### config.mk
export PLATFORM = sky130hd
export DESIGN_NAME = ffha_ctrl
export DESIGN_NICKNAME = d
export VERILOG_FILES = /design/src/hw/rtl/ffha_pkg.sv /design/src/hw/rtl/ffha_ctrl.sv
export SDC_FILE = /design/constraint.sdc
export NUM_CORES = 1
export LEC_CHECK = 0
export ABC_AREA = 1
export BUFFER_PORTS_ARGS = -buffer_cell sky130_fd_sc_hd__buf_4
export CAP_MARGIN = 10
export CORE_MARGIN = 4
export CORE_UTILIZATION = 40
export CTS_CLUSTER_SIZE = 20
export DETAILED_ROUTE_END_ITERATION = 8
export HOLD_SLACK_MARGIN = 0.1
export PLACE_DENSITY_LB_ADDON = 0.25
export SYNTH_ARGS = -nofsm -noshare
export SYNTH_HDL_FRONTEND = slang
export SYNTH_SLANG_ARGS = --single-unit
### constraint.sdc
create_clock -name clk -period 3.18 [get_ports clk]
set_input_delay 0.636 -clock clk [delete_from_list [all_inputs] [get_ports clk]]
set_output_delay 0.636 -clock clk [all_outputs]
set_load 0.01 [all_outputs]
### src/hw/rtl/ffha_pkg.sv
// Shared types and codes of the first-fit heap allocator.
package ffha_pkg;

  // Operation codes carried by an input transaction.
  typedef enum logic [1:0] {
    OP_ALLOC  = 2'd0,
    OP_FREE   = 2'd1,
    OP_DEFRAG = 2'd2,
    OP_INIT   = 2'd3
  } op_t;

  // One input transaction.
  typedef struct packed {
    op_t         op;
    logic [11:0] req_size;
    logic [11:0] in_addr;
  } in_item_t;

  // One result transaction.
  typedef struct packed {
    logic        status;
    logic [11:0] out_addr;
    logic [10:0] merged;
    logic [12:0] used_bytes;
    logic [12:0] free_bytes;
    logic [15:0] allocs_done;
    logic [15:0] frees_done;
  } out_item_t;

  // Width of the internal arithmetic on sizes and offsets.
  localparam int SUM_W = 18;

  // Commands from the controller to the datapath.
  typedef struct packed {
    logic start;
    logic init;
    logic adv;
    logic rd_nxt;
    logic cap;
    logic wr_tail;
    logic mark_alloc;
    logic mark_free;
    logic merge;
    logic finish;
    logic ok;
  } cmd_t;

  // Status from the datapath to the controller.
  typedef struct packed {
    op_t  op;
    logic req_zero;
    logic addr_zero;
    logic fit;
    logic split;
    logic match;
    logic past;
    logic used;
    logic at_end;
    logic nx_free;
  } sts_t;

endpackage

### src/hw/rtl/ffha_ctrl.sv
// Controller state machine that sequences the block chain walk.
module ffha_ctrl (
  input  logic           clk,
  input  logic           rst,
  input  logic           in_valid,
  output logic           in_stall,
  output logic           out_valid,
  input  logic           out_stall,
  input  ffha_pkg::sts_t sts,
  output ffha_pkg::cmd_t cmd
);
  import ffha_pkg::*;

  typedef enum logic [8:0] {
    S_RINIT = 9'b000000001,
    S_IDLE  = 9'b000000010,
    S_DISP  = 9'b000000100,
    S_CAP   = 9'b000001000,
    S_DEC   = 9'b000010000,
    S_NCAP  = 9'b000100000,
    S_NDEC  = 9'b001000000,
    S_MARK  = 9'b010000000,
    S_DONE  = 9'b100000000
  } state_t;

  state_t state, state_next;
  logic   ok, ok_next;
  logic   out_valid_next;

  assign in_stall = (state != S_IDLE);

  // Next state and command decode.
  always_comb begin
    state_next = state;
    ok_next    = ok;
    cmd        = '0;
    cmd.ok     = ok;
    unique case (state)
      S_RINIT: begin
        cmd.init   = 1'b1;
        state_next = S_IDLE;
      end
      S_IDLE: begin
        if (in_valid) begin
          cmd.start  = 1'b1;
          state_next = S_DISP;
        end
      end
      S_DISP: begin
        ok_next    = 1'b0;
        state_next = S_CAP;
        if (sts.op == OP_INIT) begin
          cmd.init   = 1'b1;
          ok_next    = 1'b1;
          state_next = S_DONE;
        end else if ((sts.op == OP_ALLOC && sts.req_zero) ||
                     (sts.op == OP_FREE && sts.addr_zero)) begin
          state_next = S_DONE;
        end
      end
      S_CAP: begin
        cmd.cap    = 1'b1;
        state_next = S_DEC;
      end
      S_DEC: begin
        case (sts.op)
          OP_ALLOC: begin
            if (sts.fit) begin
              cmd.wr_tail = sts.split;
              state_next  = S_MARK;
            end else if (sts.at_end) begin
              state_next = S_DONE;
            end else begin
              cmd.adv    = 1'b1;
              state_next = S_CAP;
            end
          end
          OP_FREE: begin
            if (sts.match) begin
              cmd.mark_free = sts.used;
              ok_next       = sts.used;
              state_next    = S_DONE;
            end else if (sts.past || sts.at_end) begin
              state_next = S_DONE;
            end else begin
              cmd.adv    = 1'b1;
              state_next = S_CAP;
            end
          end
          default: begin
            if (sts.at_end) begin
              ok_next    = 1'b1;
              state_next = S_DONE;
            end else if (!sts.used) begin
              cmd.rd_nxt = 1'b1;
              state_next = S_NCAP;
            end else begin
              cmd.adv    = 1'b1;
              state_next = S_CAP;
            end
          end
        endcase
      end
      S_NCAP: begin
        // Keep the next block's header on the read port for the decision cycle.
        cmd.rd_nxt = 1'b1;
        state_next = S_NDEC;
      end
      S_NDEC: begin
        if (sts.nx_free) begin
          cmd.merge  = 1'b1;
          state_next = S_DEC;
        end else begin
          cmd.adv    = 1'b1;
          state_next = S_CAP;
        end
      end
      S_MARK: begin
        cmd.mark_alloc = 1'b1;
        ok_next        = 1'b1;
        state_next     = S_DONE;
      end
      S_DONE: begin
        if (!out_valid || !out_stall) begin
          cmd.finish = 1'b1;
          state_next = S_IDLE;
        end
      end
      default: state_next = S_IDLE;
    endcase
  end

  // Output valid flag of the result register.
  always_comb begin
    out_valid_next = out_valid;
    if (out_valid && !out_stall) out_valid_next = 1'b0;
    if (cmd.finish) out_valid_next = 1'b1;
  end

  always_ff @(posedge clk) begin
    if (rst) begin
      state     <= S_RINIT;
      ok        <= 1'b0;
      out_valid <= 1'b0;
    end else begin
      state     <= state_next;
      ok        <= ok_next;
      out_valid <= out_valid_next;
    end
  end

endmodule

* Word level (Yosys, flattened, before mapping)
Cells that the tools add are included.
** Word-level totals
- Bits in registers :: 11
- Bits of input ports :: 15
- Output and inout port bits :: 13
- Logic and storage cells :: 81
** Cells by class
- Equality and inequality tests :: 17
- Mux-type cells :: 47
- Reductions and logical operators :: 14
** Operators by type and width (number)
- 9-bit two-way mux :: 9
- 9-bit case mux with 8 select lines :: 1
- 1-bit two-way mux :: 27
- 9-bit case mux with 2 select lines :: 1
- 1-bit case mux with 2 select lines :: 5
- 9-bit by 1-bit equality test with 1-bit output, second input constant :: 1
- 9-bit by 2-bit equality test with 1-bit output, second input constant :: 1
- 9-bit by 3-bit equality test with 1-bit output, second input constant :: 1
- 9-bit by 4-bit equality test with 1-bit output, second input constant :: 1
- 9-bit by 5-bit equality test with 1-bit output, second input constant :: 1
- 9-bit by 6-bit equality test with 1-bit output, second input constant :: 1
- 9-bit by 7-bit equality test with 1-bit output, second input constant :: 1
- 9-bit by 8-bit equality test with 1-bit output, second input constant :: 1
- 9-bit equality test, second input constant :: 1
- 9-bit by 2-bit inequality test with 1-bit output, second input constant :: 1
- 6-bit two-way mux :: 1
- 2-bit inequality test, second input constant :: 3
- 3-bit inequality test, second input constant :: 2
- 5-bit two-way mux :: 1
- 4-bit AND reduction :: 1
- 1-bit logical AND :: 3
- 1-bit logical OR :: 3
- 1-bit case mux with 3 select lines :: 1
- 3-bit nonzero test :: 1
- 8 further kinds :: 9

* Logic depth before layout (Yosys ltp)
- Depth in word-level cells :: 6
- Mapped depth :: 10

* Least setup slack after synthesis
Ideal clock, no wire load.
- Kind :: input -> output
- From :: in sts[10] (netlist bit)
- To :: out cmd[3] (netlist bit)
- Data arrival time :: 1198 ps
- Required time :: 2544 ps
- Path slack :: 1346 ps
- Stages :: 3
- Path through :: inv_1 -> nand2_1 -> nor4_1
** RTL lines
- start, declared :: line ffha_ctrl.sv:9 : input ffha_pkg::sts_t sts,
- end, declared :: line ffha_ctrl.sv:10 : output ffha_pkg::cmd_t cmd

==> flow_metrics.env <==
export IMPL_cap_violations=0
export IMPL_crit_type="flop to primary output"
export IMPL_whs_ns=0.4804
export IMPL_design_core_area_sq_um=2062
export IMPL_gr_total_overflow=0
export IMPL_synth_edff_count=0
export IMPL_ff2ff_setup_slack_ns=1.86
export IMPL_pre_cts_slack_ns=1.101
export IMPL_cts_resized=0
export IMPL_outcome="finished, final reports clean"
export IMPL_crit_required_ns=2.54
export IMPL_r2r_end="ok"
export IMPL_cts_root_buffer="clkbuf_4"
export IMPL_powerDensity_nw_per_um2=266.3
export IMPL_syn_inst=140
export IMPL_yosysUniqueCellTypes=25
export IMPL_grt_use_total_pct=15.13
export IMPL_wl_per_cell_microns=11.69
export IMPL_post_cts_buffers=0
export IMPL_seq_area_frac_synth_pct=24.34
export IMPL_final_setup_worst_slack_ns=1.031
export IMPL_clk_pin_slew_ns=0.07
export IMPL_post_route_util_pct=55.70
export IMPL_fin_tns_setup_ns=0
export IMPL_drt_pass1_iter_count=4
export IMPL_drtIter0Drc=11
export IMPL_dp_hpwl_microns=1930
export IMPL_worst_slew_pin_slew_ns=0.2686
export IMPL_clock_skew_ns=0.002807
export IMPL_num_io_pins=28
export IMPL_startpoint="state[2]"
export IMPL_grt_pass1_wl_microns=3767
export IMPL_synth_nets=155
export IMPL_synth_seq_cells=11
export IMPL_finalHoldViolations=0
export IMPL_worstSkewPairLatency_ns=0.27
export IMPL_cts_buffers=3
export IMPL_ir_drop_uv=176.9
export IMPL_synth_top_area_share_pct=24.34
export IMPL_wirelength_microns=2280
export IMPL_grt_max_degree=8
export IMPL_slew_viol_final=0
export IMPL_syn_area_sq_um=904.6
export IMPL_drc=0
export IMPL_port_buffers=27
export IMPL_synth_top_area_cell="dfxtp_1"
export IMPL_slew_limit_headroom_pct=82.02
export IMPL_hold_buffers=0
export IMPL_synth_most_common_cell="nand2_1"
export IMPL_die_area_sq_um=3086
export IMPL_fin_crit_ns=2.149
export IMPL_die_h_microns=55.56
export IMPL_worst_hold_path_type="flop to flop"
export IMPL_cp_start_kind="flop"
export IMPL_synthFlopType="dfxtp_1"
export IMPL_ant_nets=0
export IMPL_worstPathArrival_ns=1.51
export IMPL_fmax_mhz=465.3
export IMPL_antennaDiodeCount=0
export IMPL_nNetsFinal=184
export IMPL_final_cells=195
export IMPL_p_leak_nw=0.6206
export IMPL_antenna_found_initial=0
export IMPL_gp_congestion=0.8879
export IMPL_vias=958
export IMPL_cts_buffer_depth=2
export IMPL_crit_path_end_kind="primary output"
export IMPL_fin_crit_sh_pct=67.59
export IMPL_area_growth_pct=26.97
export IMPL_cts_sinks=11
export IMPL_rows=16
export IMPL_synth_warnings=0
export IMPL_drive_gt1_share_pct=36.31
export IMPL_viasPerCell=4.913
export IMPL_synth_area_leaders="dfxtp_1 (24%), nand2_1 (12%), inv_1 (8.7%)"
export IMPL_synth_area_per_cell_sq_um=6.462
export IMPL_reg2regPathDepth=8
export IMPL_crit_end="cmd[3]"
export IMPL_rsz0062_at_grt="false"
export IMPL_worstReg2RegStart="state[0]"
export IMPL_grt_pass1_vias=912
export IMPL_cts_max_level=1
export IMPL_start_util_pct=43.87
export IMPL_setup_violations=0
export IMPL_fp_dieW_microns=55.56
export IMPL_crit_fanout=7
export IMPL_place_inst=191
export IMPL_cts_tree="done"
export IMPL_synthArstFlopShare_pct=0
export IMPL_ys_top_cells_by_count="nand2_1 (28), inv_1 (21), nor2_1 (17)"
==> area by class of cell <==
type / instances / area, sq um
multi-input cells: 99 / 564.3
flip-flops and latches: 11 / 220.2
well taps: 27 / 33.78
inverters: 27 / 101.3
fillers: 214 / 913.4
clock buffers: 4 / 26.28
repair buffers: 27 / 202.7
==> worst min path at each step <==
stage,start,end,slack [ns],depth (start not counted)
after floorplan,ok,ok,0.46,2
after global placement,out_valid,out_valid,0.47,2
after detailed placement,out_valid,out_valid,0.47,2
after CTS,out_valid,out_valid,0.48,2
after global routing,out_valid,out_valid,0.50,2
final,out_valid,out_valid,0.48,2
==> sequential cells by signal (all words and copies together) (netlist names) <==
name,cells
out_valid,1
ok,1
state,9
==> cell families (layout without fill, tap and decap cells) <==
group                  after synthesis  after routing  synth area share (%)
and+or+nand+nor                     84             84                 52.42
buffers and inverters               30             58                 13.28
AOI/OAI and AO/OA                   15             15                 9.959
DFF                                 11             11                 24.34
==> where the power goes <==
part / internal [W] / switching (W) / total, W
logic: 0.0000273 / 0.0000358 / 0.0000631
clock network: 0.0000486 / 0.0000515 / 0.000100
registers: 0.000140 / 0.00000269 / 0.000143
total: 0.000216 / 0.0000900 / 0.000306
==> layer usage <==
layer / share of wire, % / wire length [microns] / track usage, %
met1: 42 / 957 / 15.20
met4: 2.0 / 46 / 8.333
met3: 4.4 / 100 / 2.098
met5: 0 / 0 / 0
met2: 52 / 1175 / 29.22
==> cell usage in the layout (no fill, tap or decap) <==
| cell | n |
|---|---|
| nand3_2 | 5 |
| nor2_8 | 1 |
| clkbuf_4 | 3 |
| o21ai_2 | 2 |
| dfxtp_1 | 11 |
| inv_1 | 21 |
| nor3_1 | 4 |
| o21a_1 | 1 |
| o21ai_1 | 3 |
| nor2_1 | 17 |
| o21ai_0 | 4 |
| nand4_1 | 3 |
| buf_4 | 27 |
| a21oi_1 | 3 |
| nand2_2 | 3 |
| a21oi_2 | 1 |
| nand2_4 | 2 |
| nor4_1 | 1 |
| nor2_4 | 5 |
| nand3_1 | 9 |
| clkbuf_1 | 1 |
| inv_2 | 6 |
| nand2_1 | 28 |
| nor3_4 | 1 |
| a31oi_1 | 1 |
| nor2_2 | 5 |
==> through the flow <==
step           power [W]  cell area, sq um
3_5_place_dp   0.0002089              1122
5_1_grt        0.0003201              1149
3_3_place_gp   0.0002076              1122
2_1_floorplan  0.0001818             904.6
6_report       0.0003058              1149
4_1_cts        0.0003098              1149
==> worst max-delay path: stages (launching register included) <==
cell,delay (ns)
dfxtp_1,0.36
nor2_4,0.17
inv_2,0.10
nor2_8,0.18
nand2_4,0.09
nor4_1,0.18
buf_4,0.17
Note: power is estimated with default switching activity, not from simulation.
